[src/design/pls_pkg.sv]
package pls_pkg;

    localparam int CAPACITY   = 32;
    localparam int DATA_WIDTH = 32;

    localparam int POS_W     = 6;
    localparam int VAL_W     = 32;
    localparam int CNT_OUT_W = 6;

    localparam int CNT_W = $clog2(CAPACITY + 1);
    localparam int IDX_W = $clog2(CAPACITY);
    localparam int CMP_W = ((CNT_W > POS_W) ? CNT_W : POS_W) + 1;

    localparam int QDEPTH = 2;
    localparam int QPTR_W = $clog2(QDEPTH);
    localparam int QCNT_W = $clog2(QDEPTH + 1);

    typedef enum logic [1:0] {
        MODE_INSERT   = 2'd0,
        MODE_DELETE   = 2'd1,
        MODE_READ_FWD = 2'd2,
        MODE_READ_BWD = 2'd3
    } t_mode;

    typedef enum logic [1:0] {
        ST_OK    = 2'd0,
        ST_RANGE = 2'd1,
        ST_FULL  = 2'd2,
        ST_EMPTY = 2'd3
    } t_status;

    typedef enum logic [1:0] {
        OP_INSERT,
        OP_DELETE,
        OP_READ
    } t_op;

    typedef enum logic {
        BS_IDLE,
        BS_READ
    } t_bstate;

    typedef struct packed {
        t_mode                    mode;
        logic [POS_W-1:0]         position;
        logic signed [VAL_W-1:0]  value;
    } t_item;

    typedef struct packed {
        t_status                  status;
        logic signed [VAL_W-1:0]  entry_value;
        logic [CNT_OUT_W-1:0]     entry_count;
        logic                     last;
    } t_result;

    // classified command handed from front to back
    typedef struct packed {
        t_op                      op;
        logic                     rev;
        logic                     pos_zero;
        logic [POS_W-1:0]         position;
        logic [DATA_WIDTH-1:0]    data;
    } t_cmd;

endpackage

[src/design/pls_front.sv]
module pls_front (
    input  logic           i_clk,
    input  logic           i_rst_n,
    input  logic           i_start,
    input  pls_pkg::t_item i_item,
    input  logic           i_q_full,
    output logic           o_busy,
    output logic           o_push,
    output pls_pkg::t_cmd  o_cmd
);
    import pls_pkg::*;

    logic  r_valid;
    logic  n_valid;
    t_cmd  r_cmd;
    t_cmd  n_cmd;
    logic  accept;

    assign o_busy = r_valid && i_q_full;
    assign o_push = r_valid && !i_q_full;
    assign accept = i_start && !o_busy;
    assign o_cmd  = r_cmd;

    always_comb begin
        n_cmd          = r_cmd;
        n_valid        = r_valid;
        if (o_push) begin
            n_valid = 1'b0;
        end
        if (accept) begin
            n_valid          = 1'b1;
            n_cmd.position   = i_item.position;
            n_cmd.pos_zero   = (i_item.position == '0);
            n_cmd.data       = DATA_WIDTH'($unsigned(i_item.value));
            n_cmd.rev        = 1'b0;
            unique case (i_item.mode) inside
                MODE_INSERT: begin
                    n_cmd.op = OP_INSERT;
                end
                MODE_DELETE: begin
                    n_cmd.op = OP_DELETE;
                end
                MODE_READ_FWD, MODE_READ_BWD: begin
                    n_cmd.op  = OP_READ;
                    n_cmd.rev = (i_item.mode == MODE_READ_BWD);
                end
                default: begin
                    n_cmd.op = OP_READ;
                end
            endcase
        end
    end

    always_ff @(posedge i_clk) begin
        if (!i_rst_n) begin
            r_valid <= 1'b0;
        end else begin
            r_valid <= n_valid;
        end
    end

    always_ff @(posedge i_clk) begin
        r_cmd <= n_cmd;
    end

endmodule

[src/design/pls_queue.sv]
module pls_queue (
    input  logic          i_clk,
    input  logic          i_rst_n,
    input  logic          i_push,
    input  pls_pkg::t_cmd i_data,
    input  logic          i_pop,
    output logic          o_full,
    output logic          o_empty,
    output pls_pkg::t_cmd o_data
);
    import pls_pkg::*;

    t_cmd              r_mem [QDEPTH];
    logic [QPTR_W-1:0] r_wr;
    logic [QPTR_W-1:0] r_rd;
    logic [QCNT_W-1:0] r_cnt;

    assign o_full  = (r_cnt == QCNT_W'(QDEPTH));
    assign o_empty = (r_cnt == '0);
    assign o_data  = r_mem[r_rd];

    always_ff @(posedge i_clk) begin
        if (i_push) begin
            r_mem[r_wr] <= i_data;
        end
    end

    always_ff @(posedge i_clk) begin
        if (!i_rst_n) begin
            r_wr  <= '0;
            r_rd  <= '0;
            r_cnt <= '0;
        end else begin
            if (i_push) begin
                r_wr <= (r_wr == QPTR_W'(QDEPTH - 1)) ? '0 : r_wr + QPTR_W'(1);
            end
            if (i_pop) begin
                r_rd <= (r_rd == QPTR_W'(QDEPTH - 1)) ? '0 : r_rd + QPTR_W'(1);
            end
            if (i_push && !i_pop) begin
                r_cnt <= r_cnt + QCNT_W'(1);
            end else if (i_pop && !i_push) begin
                r_cnt <= r_cnt - QCNT_W'(1);
            end
        end
    end

endmodule

[src/design/pls_back.sv]
module pls_back (
    input  logic             i_clk,
    input  logic             i_rst_n,
    input  logic             i_q_empty,
    input  pls_pkg::t_cmd    i_cmd,
    output logic             o_pop,
    output logic             o_strobe,
    output pls_pkg::t_result o_result
);
    import pls_pkg::*;

    logic [DATA_WIDTH-1:0] r_cells [CAPACITY];

    t_bstate          r_state;
    t_bstate          n_state;
    logic [CNT_W-1:0] r_count;
    logic [CNT_W-1:0] n_count;
    logic [IDX_W-1:0] r_rd_i;
    logic [IDX_W-1:0] n_rd_i;
    logic             r_rev;
    logic             n_rev;
    logic             r_strobe;
    logic             n_strobe;
    t_result          r_result;
    t_result          n_result;

    logic             ins_en;
    logic             del_en;
    logic [POS_W-1:0] pos_m1;
    logic [IDX_W-1:0] op_idx;
    logic [CMP_W-1:0] pos_ext;
    logic [CMP_W-1:0] cnt_ext;
    logic [CNT_W-1:0] rev_pos;
    logic [IDX_W-1:0] rd_idx;
    logic             rd_last;

    assign pos_m1  = i_cmd.position - POS_W'(1);
    assign op_idx  = pos_m1[IDX_W-1:0];
    assign pos_ext = CMP_W'(i_cmd.position);
    assign cnt_ext = CMP_W'(r_count);
    assign rev_pos = r_count - CNT_W'(1) - CNT_W'(r_rd_i);
    assign rd_idx  = r_rev ? rev_pos[IDX_W-1:0] : r_rd_i;
    assign rd_last = (CNT_W'(r_rd_i) + CNT_W'(1)) == r_count;

    always_comb begin
        n_state  = r_state;
        n_count  = r_count;
        n_rd_i   = r_rd_i;
        n_rev    = r_rev;
        n_strobe = 1'b0;
        n_result = '{status: ST_OK, entry_value: '0, entry_count: '0, last: 1'b1};
        o_pop    = 1'b0;
        ins_en   = 1'b0;
        del_en   = 1'b0;
        unique case (r_state)
            BS_IDLE: begin
                if (!i_q_empty) begin
                    o_pop = 1'b1;
                    unique case (i_cmd.op)
                        OP_INSERT: begin
                            n_strobe = 1'b1;
                            if (i_cmd.pos_zero || pos_ext > cnt_ext + CMP_W'(1)) begin
                                n_result.status = ST_RANGE;
                            end else if (r_count == CNT_W'(CAPACITY)) begin
                                n_result.status = ST_FULL;
                            end else begin
                                ins_en  = 1'b1;
                                n_count = r_count + CNT_W'(1);
                            end
                        end
                        OP_DELETE: begin
                            n_strobe = 1'b1;
                            if (i_cmd.pos_zero || pos_ext > cnt_ext) begin
                                n_result.status = ST_RANGE;
                            end else begin
                                del_en  = 1'b1;
                                n_count = r_count - CNT_W'(1);
                            end
                        end
                        OP_READ: begin
                            if (r_count == '0) begin
                                n_strobe        = 1'b1;
                                n_result.status = ST_EMPTY;
                            end else begin
                                n_state = BS_READ;
                                n_rd_i  = '0;
                                n_rev   = i_cmd.rev;
                            end
                        end
                        default: begin
                            n_strobe = 1'b0;
                        end
                    endcase
                    n_result.entry_count = CNT_OUT_W'(n_count);
                end
            end
            BS_READ: begin
                n_strobe             = 1'b1;
                n_result.entry_value = VAL_W'(signed'(r_cells[rd_idx]));
                n_result.entry_count = CNT_OUT_W'(r_count);
                n_result.last        = rd_last;
                if (rd_last) begin
                    n_state = BS_IDLE;
                end else begin
                    n_rd_i = r_rd_i + IDX_W'(1);
                end
            end
            default: begin
                n_state = BS_IDLE;
            end
        endcase
    end

    always_ff @(posedge i_clk) begin
        if (!i_rst_n) begin
            r_state  <= BS_IDLE;
            r_count  <= '0;
            r_strobe <= 1'b0;
        end else begin
            r_state  <= n_state;
            r_count  <= n_count;
            r_strobe <= n_strobe;
        end
    end

    always_ff @(posedge i_clk) begin
        r_rd_i   <= n_rd_i;
        r_rev    <= n_rev;
        r_result <= n_result;
    end

    // each cell keeps its own value, takes the new value, its left neighbor or its right neighbor
    for (genvar g = 0; g < CAPACITY; g++) begin : g_cell
        always_ff @(posedge i_clk) begin
            if (ins_en) begin
                if (IDX_W'(g) == op_idx) begin
                    r_cells[g] <= i_cmd.data;
                end else if (IDX_W'(g) > op_idx) begin
                    r_cells[g] <= r_cells[(g > 0) ? g - 1 : 0];
                end
            end else if (del_en) begin
                if (IDX_W'(g) >= op_idx) begin
                    r_cells[g] <= r_cells[(g < CAPACITY - 1) ? g + 1 : g];
                end
            end
        end
    end

    assign o_strobe = r_strobe;
    assign o_result = r_result;

endmodule

[src/design/positional_list_store.sv]
// ordered list store of up to CAPACITY signed values, held in a row of cells
//
// input channel: drive an item on i_item and raise start; the item is taken
// at a rising edge where start is high and busy is low. mode selects insert
// at a 1-based position, delete at a position, or a readout front to back or
// back to front.
// result channel: o_strobe marks o_result for exactly one cycle; the receiver
// cannot stall it, so it must take every result when it appears.
// a front stage classifies each item and puts it into a two-entry queue; the
// back end pops it and shifts the cells from its position on in the same cycle as the pop.
// path: front stage register, queue, then the back end, which registers each
// result. an insert or delete gives one result; a readout gives one result per
// entry on consecutive cycles from its read state, last flagged; a readout of an
// empty list gives a single result flagged empty, registered at the pop.
// throughput: one insert or delete per cycle while no readout holds the back
// end; a readout keeps the back end in its read state up to its last entry,
// and busy rises once the queue and the front stage are both full.
// reset (synchronous, active low) empties the list and the queue; the cell
// contents are not cleared, cells beyond the count are never read.
module positional_list_store (
    input  logic             i_clk,
    input  logic             i_rst_n,
    input  logic             start,
    input  pls_pkg::t_item   i_item,
    output logic             busy,
    output logic             o_strobe,
    output pls_pkg::t_result o_result
);
    import pls_pkg::*;

    logic q_push;
    logic q_pop;
    logic q_full;
    logic q_empty;
    t_cmd f_cmd;
    t_cmd q_cmd;

    pls_front u_front (
        .i_clk    (i_clk),
        .i_rst_n  (i_rst_n),
        .i_start  (start),
        .i_item   (i_item),
        .i_q_full (q_full),
        .o_busy   (busy),
        .o_push   (q_push),
        .o_cmd    (f_cmd)
    );

    pls_queue u_queue (
        .i_clk   (i_clk),
        .i_rst_n (i_rst_n),
        .i_push  (q_push),
        .i_data  (f_cmd),
        .i_pop   (q_pop),
        .o_full  (q_full),
        .o_empty (q_empty),
        .o_data  (q_cmd)
    );

    pls_back u_back (
        .i_clk     (i_clk),
        .i_rst_n   (i_rst_n),
        .i_q_empty (q_empty),
        .i_cmd     (q_cmd),
        .o_pop     (q_pop),
        .o_strobe  (o_strobe),
        .o_result  (o_result)
    );

    // a readout runs on consecutive cycles until its last result
    a_read_run: assert property (@(posedge i_clk) disable iff (!i_rst_n)
        o_strobe && !o_result.last |=> o_strobe)
        else $error("readout run broken");

    // an empty readout is a single result with no entries
    a_empty: assert property (@(posedge i_clk) disable iff (!i_rst_n)
        o_strobe && o_result.status == ST_EMPTY |->
            o_result.last && o_result.entry_count == '0 && o_result.entry_value == '0)
        else $error("bad empty result");

    // only readouts of a non-empty list carry data
    a_value_zero: assert property (@(posedge i_clk) disable iff (!i_rst_n)
        o_strobe && o_result.status != ST_OK |-> o_result.entry_value == '0)
        else $error("error result carries data");

    // the queue is never popped while empty
    a_pop: assert property (@(posedge i_clk) disable iff (!i_rst_n)
        q_pop |-> !q_empty)
        else $error("pop from empty queue");

endmodule
[config.mk]
export PLATFORM = sky130hd
export DESIGN_NAME = positional_list_store
export DESIGN_NICKNAME = d
export VERILOG_FILES = /design/src/design/pls_pkg.sv /design/src/design/pls_front.sv /design/src/design/pls_queue.sv /design/src/design/pls_back.sv /design/src/design/positional_list_store.sv
export SDC_FILE = /design/constraint.sdc
export NUM_CORES = 2
export LEC_CHECK = 0
export ABC_AREA = 0
export BUFFER_PORTS_ARGS = -buffer_cell sky130_fd_sc_hd__buf_2
export CAP_MARGIN = 40
export CORE_MARGIN = 4
export CORE_UTILIZATION = 56
export DETAILED_ROUTE_END_ITERATION = 10
export PLACE_DENSITY = 0.83
export SYNTH_ARGS = -nofsm -noshare
export SYNTH_HDL_FRONTEND = slang
export SYNTH_HIERARCHICAL = 1
export SYNTH_SLANG_ARGS = --single-unit
[constraint.sdc]
create_clock -name i_clk -period 5.7 [get_ports i_clk]
set_input_delay 0.855 -clock i_clk [delete_from_list [all_inputs] [get_ports i_clk]]
set_output_delay 0.855 -clock i_clk [all_outputs]
set_load 0.05 [all_outputs]
## Word-level counts from Yosys, hierarchy flattened

Memories as Yosys holds them, arrays and structs flattened. A register that Yosys moved wholly into a read port is not among the register bits.
Index checks and enable logic that the tools add are counted.
Widths: inputs -> output; s select.

| storage, ports and cells | value |
|---|---|
| flip-flop bits (word level) | 70 |
| RAM bits | 1108 |
| input port bits | 43 |
| output and inout port bits | 43 |
| word-level logic and storage cells | 696 |
| memories kept | 2 |

| operators by class | value |
|---|---|
| $add $sub $neg | 11 |
| order comparisons | 66 |
| eq/ne operators | 43 |
| multiplexer cells | 464 |
| bitwise operators | 67 |
| reduce and logical (&&, ||, !) cells | 26 |

Memories:

| memory | depth | width | read ports | clocked after Yosys merged registers in | write ports | line | RTL |
|---|---|---|---|---|---|---|---|
| u_back.r_cells | 32 | 32 | 33 | 1 | 32 | pls_back.sv:12 | `logic [DATA_WIDTH-1:0] r_cells [CAPACITY];` |
| u_queue.r_mem | 2 | 42 | 1 | 1 | 1 | pls_queue.sv:13 | `t_cmd r_mem [QDEPTH];` |

Operators with widths:

| kind | number |
|---|---|
| $mux 32 | 64 |
| $mux 1 | 378 |
| $eq 5x5->1 const A | 16 |
| $ge 5x5->1 const A | 16 |
| $gt 5x5->1 const A | 16 |
| $or 1x1->1 | 64 |
| $eq 4x5->1 const A | 8 |
| $ge 4x5->1 const A | 8 |
| $gt 4x5->1 const A | 8 |
| $mux 5 | 5 |
| $mux 6 | 4 |
| $pmux 6 s2 | 2 |
| $eq 3x5->1 const A | 4 |
| $ge 3x5->1 const A | 4 |
| $gt 3x5->1 const A | 4 |
| $logic_not 6->1 | 2 |
| $eq 2x5->1 const A | 2 |
| $ge 1x5->1 const A | 2 |
| $ge 2x5->1 const A | 2 |
| $gt 1x5->1 const A | 2 |
| $gt 2x5->1 const A | 2 |
| $mux 2 | 5 |
| $pmux 5 s2 | 1 |
| $eq 2x2->1 const B | 4 |
| other kinds (30) | 54 |

## Depth between registers and ports, before layout

| depth | value |
|---|---|
| depth after elaboration | 11 |
| mapped depth | 17 |
| mapped depth without buffers | 11 |

## Modules after synthesis

Netlist, hierarchy kept.

By module, submodules not included:

| module | times used | cells each | area each (um2) | sequential area each (um2) |
|---|---|---|---|---|
| pls_back | 1 | 6876 | 66166.0 | 31910.6 |
| pls_queue | 1 | 153 | 3239.4 | 2622.5 |
| pls_front | 1 | 52 | 1345.0 | 1281.2 |

## Least setup slack after synthesis

No wires, ideal clock.

| path | value |
|---|---|
| path kind | reg2reg |
| start point | register with a tool-made name |
| end point | memory u_back.r_cells[10][0] (enable) |
| library setup time | 0.470 ns |
| arrival | 5.624 ns |
| required time | 5.230 ns |
| slack | -0.394 ns |
| cell stages (with the launch flop) | 16 |
| buffers on the path | 7 |
| period minus slack after synthesis | 6.094 ns |
| cell sequence | dfxtp_1 -> buf_2 -> buf_2 -> mux2_2 -> buf_2 -> buf_2 -> inv_1 -> ha_1 -> or4b_1 -> o41a_1 -> buf_6 -> buf_6 -> nor2_1 -> nor2_1 -> clkbuf_1 -> a211oi_1 |

RTL lines:

| what | line |
|---|---|
| end, declared | pls_back.sv:12 |

==> flow_metrics.py <==
metrics = {
    "status": {
        "outcome": "finished, final reports clean",
    },
    "worst_setup_path": {
        "end_kind": "flop",
        "path_class": "flop to flop",
        "cp_slowest_cell": "buf_4",
        "required_ns": 6.08,
        "critical_path.cell_chain": "buf_4, mux2_2, ha_1, a211oi_1, nand2_1, o22ai_2, nand3_1, inv_4, buf_4, o21ai_0, nor2_2, buf_4",
        "critPathMostFrequentCell": "buf_4",
        "cp-start-kind": "flop",
        "cp_data_arrival_time_ns": 5.13,
        "crit_path_max_fanout": 37,
        "slowest_delay_ns": 0.49,
    },
    "synthesis": {
        "synth.yosys.seq_area_share_pct": 50.62,
        "synth_warnings": 6,
        "syn-cell-area_mm2": 0.07075,
        "synth_ff_type": "edfxtp_1",
        "yosysTopAreaCell": "edfxtp_1",
        "avgSynthCellArea_um2": 9.992,
        "synth_edf_count": 1156,
        "synth.top_cell.area_share_pct": 49.06,
        "synth_seq_cells": 1211,
        "yosys-top-cells-area": "edfxtp_1, mux2i_1, nand2_1",
        "syn_inst": 7081,
        "syn_nets": 7149,
        "ys_async_sr_fraction_pct": 0,
        "synth_cell_types": 89,
    },
    "timing": {
        "min_period_ns": 4.743,
        "grt_setup_unrepaired": "no",
        "tns_ns": 0,
        "skew_ns": 0.03325,
        "min_period_over_period_pct": 83.21,
        "timing.slew.headroom_pct": 29.87,
        "slew_viol_final": 0,
        "worst_pin_slew_ns": 1.039,
        "finalHoldViolCount": 0,
        "setup_viol": 0,
        "fmax_mhz": 210.8,
    },
    "cells_and_area": {
        "final_cell_mix": "nand2_1, edfxtp_1, mux2i_1, o21ai_0, nor2_1",
        "design_area_mm2": 0.07678,
        "final_common_cell": "nand2_1",
        "area_growth_pct": 8.522,
        "drive_above_1_share_pct": 10.87,
        "nets": 6877,
    },
    "pwr": {
        "p_leak_nw": 29.78,
        "total_power_mw": 30.77,
        "ir_drop_uv": 344.7,
        "pwr_density_cell_mw_per_mm2": 400.8,
    },
    "floorplan": {
        "dieArea_mm2": 0.1321,
        "fp.dieW_um": 363.4,
        "placementRows": 130,
        "die_h_um": 363.4,
        "start_util_pct": 56.34,
        "core-area_mm2": 0.1256,
        "io_pins": 86,
    },
    "hold_path": {
        "hp-class": "primary input to flop",
    },
    "place": {
        "placed_area_mm2": 0.07293,
        "port_buffers": 85,
        "gp_congestion": 0.9524,
        "dp_hpwl_um": 147900,
    },
    "route": {
        "route.vias.total": 60140,
        "postRouteAntennaNets": 0,
        "drt_iter0_markers": 9494,
        "wirelength_um": 232000,
        "vias_per_cell": 7.027,
        "drc": 0,
        "dr.pass1.iters": 8,
        "wl_per_cell_um": 27.11,
    },
    "clock_network": {
        "ctsHtreeMaxLevel": 3,
        "root_buffer": "clkbuf_16",
        "cts_resized": 0,
        "post_cts_buffers": 0,
        "cts.clk_slew.worst_paths_ns": 0.06,
        "cts_sinks": 1211,
        "numCtsBuffers": 120,
        "cts_tree": "done",
        "cts_buffer_depth": 3,
        "hold_buffers": 0,
        "clk_latency_ns": 0.77,
    },
    "global_routing": {
        "grt_pass1_wl_um": 350100,
        "grt_overflow": 0,
        "grt_usage_pct": 34.10,
        "grt_start_max_net_pins": 161,
        "antenna_found_initial": 5,
        "grt_pass1_vias": 57780,
    },
    "run": {
        "drv_cap": 0,
    },
}
-- power by group --
part | switching, mW | internal (mW) | total (mW)
clock network | 3.63 | 4.32 | 7.95
logic | 7.55 | 3.67 | 11.2
registers | 0.417 | 11.2 | 11.6
total | 11.6 | 19.2 | 30.8
-- critical path, delay by kind of cell (launching register included) --
| family | cells | cell delay [ns] |
|---|---|---|
| AO/OA/AOI/OAI | 3 | 0.80 |
| multiplexers | 1 | 0.42 |
| adder cells (fa/ha/maj) | 1 | 0.33 |
| buffers and inverters | 4 | 1.85 |
| AND/OR/NAND/NOR | 3 | 0.56 |
| flip-flops | 1 | 0.39 |
-- layout make-up --
type,instances,area (um2)
inverter,27,103.9
clock inverter,76,641.9
tap,1650,2064
antenna,1,2.502
fill,9804,48790
clock buffer,144,3166
multi-input combinational,5137,32310
sequential,1211,35820
timing repair buffer,312,2676
-- through the flow --
stage | instances | hold slack, ns | util [%] | worst slack (ns)
floorplan | 7081 | 0.4215 | - | 0.4793
global placement | 8295 | 0.4259 | 57.62 | 1.125
detailed placement | 8334 | 0.4311 | 58.08 | 1.096
CTS | 8554 | 0.2342 | 61.11 | 1.063
global route | 8558 | 0.2501 | 61.14 | 0.8121
finish | 8558 | 0.2658 | 61.14 | 0.9568
-- synth_stat cells (4+ instances only) --
cell	number
and4_1	6
a221o_1	30
nand3_1	381
nor4_1	4
a311o_1	32
edfxtp_1	1156
mux2_2	164
nor3_1	10
a21oi_1	127
nor2b_1	15
mux2i_1	968
xnor2_1	20
nor2_1	525
a211o_1	4
a31oi_1	388
o21ai_1	41
nor3b_1	31
buf_1	40
o21bai_1	4
a211oi_1	6
o21ai_0	568
o31ai_1	33
a311oi_1	33
buf_6	13
o311ai_0	34
o21a_1	7
o211ai_1	32
and3_1	101
buf_2	111
and2_1	16
nand2_1	1320
o22a_1	4
clkbuf_1	501
nand4_1	86
nor3_2	8
ha_1	24
nand2b_1	5
xor2_1	6
dfxtp_1	55
inv_1	25
a32o_1	33
buf_4	40
or3_1	7
-- cells by family (layout without fill, tap and decap cells) --
logic type                 after synthesis  after routing  share of synthesized area, %
and+or+nand+nor                       2538           2538                         15.48
AOI/OAI and AO/OA                     1411           1411                         12.29
DFF                                   1211           1211                         50.62
muxes                                 1135           1135                         16.35
buffers and inverters                  733            559                         4.437
xor gates and xnor gates                28             28                        0.3679
adders and majority gates               25             25                        0.4527
other                                    0              1                             0
-- metal layers --
layer  vias to the layer above  global-route usage (%)  routed length [um]  part of all wire (%)
li1                      25540                       -                   -                     -
met1                     28710                   44.07               81700                    35
met2                      4939                   51.21              101500                    44
met3                       946                   9.171               32080                    14
met4                         4                   21.17               16570                   7.1
met5                         -                  0.4357                  84                 0.036
-- path summary, 6_finish.rpt --
path | from | to | slack (ns) | cells after the start
setup / recovery | flop | u_back/r_cells[1][31]$_DFFE_PP_ | 0.96 | 12
hold / removal | i_item[5] | u_front/o_cmd[5]$_DFFE_PP_ | 0.27 | 1
setup reg to reg | flop | u_back/r_cells[1][31]$_DFFE_PP_ | 0.96 | 12
hold reg to reg | u_front/o_cmd[28]$_DFFE_PP_ | u_queue/r_mem[1][28]$_DFFE_PP_ | 0.44 | 0
-- state kept, by name (all words and copies together) (netlist names), named ones only --
register / flops
u_front/o_cmd: 42
u_back/o_strobe: 1
u_back/r_cells: 1024
u_back/r_rd_i: 5
u_front/r_valid: 1
u_queue/r_cnt: 2
u_queue/r_rd: 1
u_queue/r_wr: 1
u_back/r_rev: 1
u_back/o_result: 41
u_back/r_count: 6
u_queue/r_mem: 84
u_back/r_state: 1
Power figures use the tool's default switching activity.
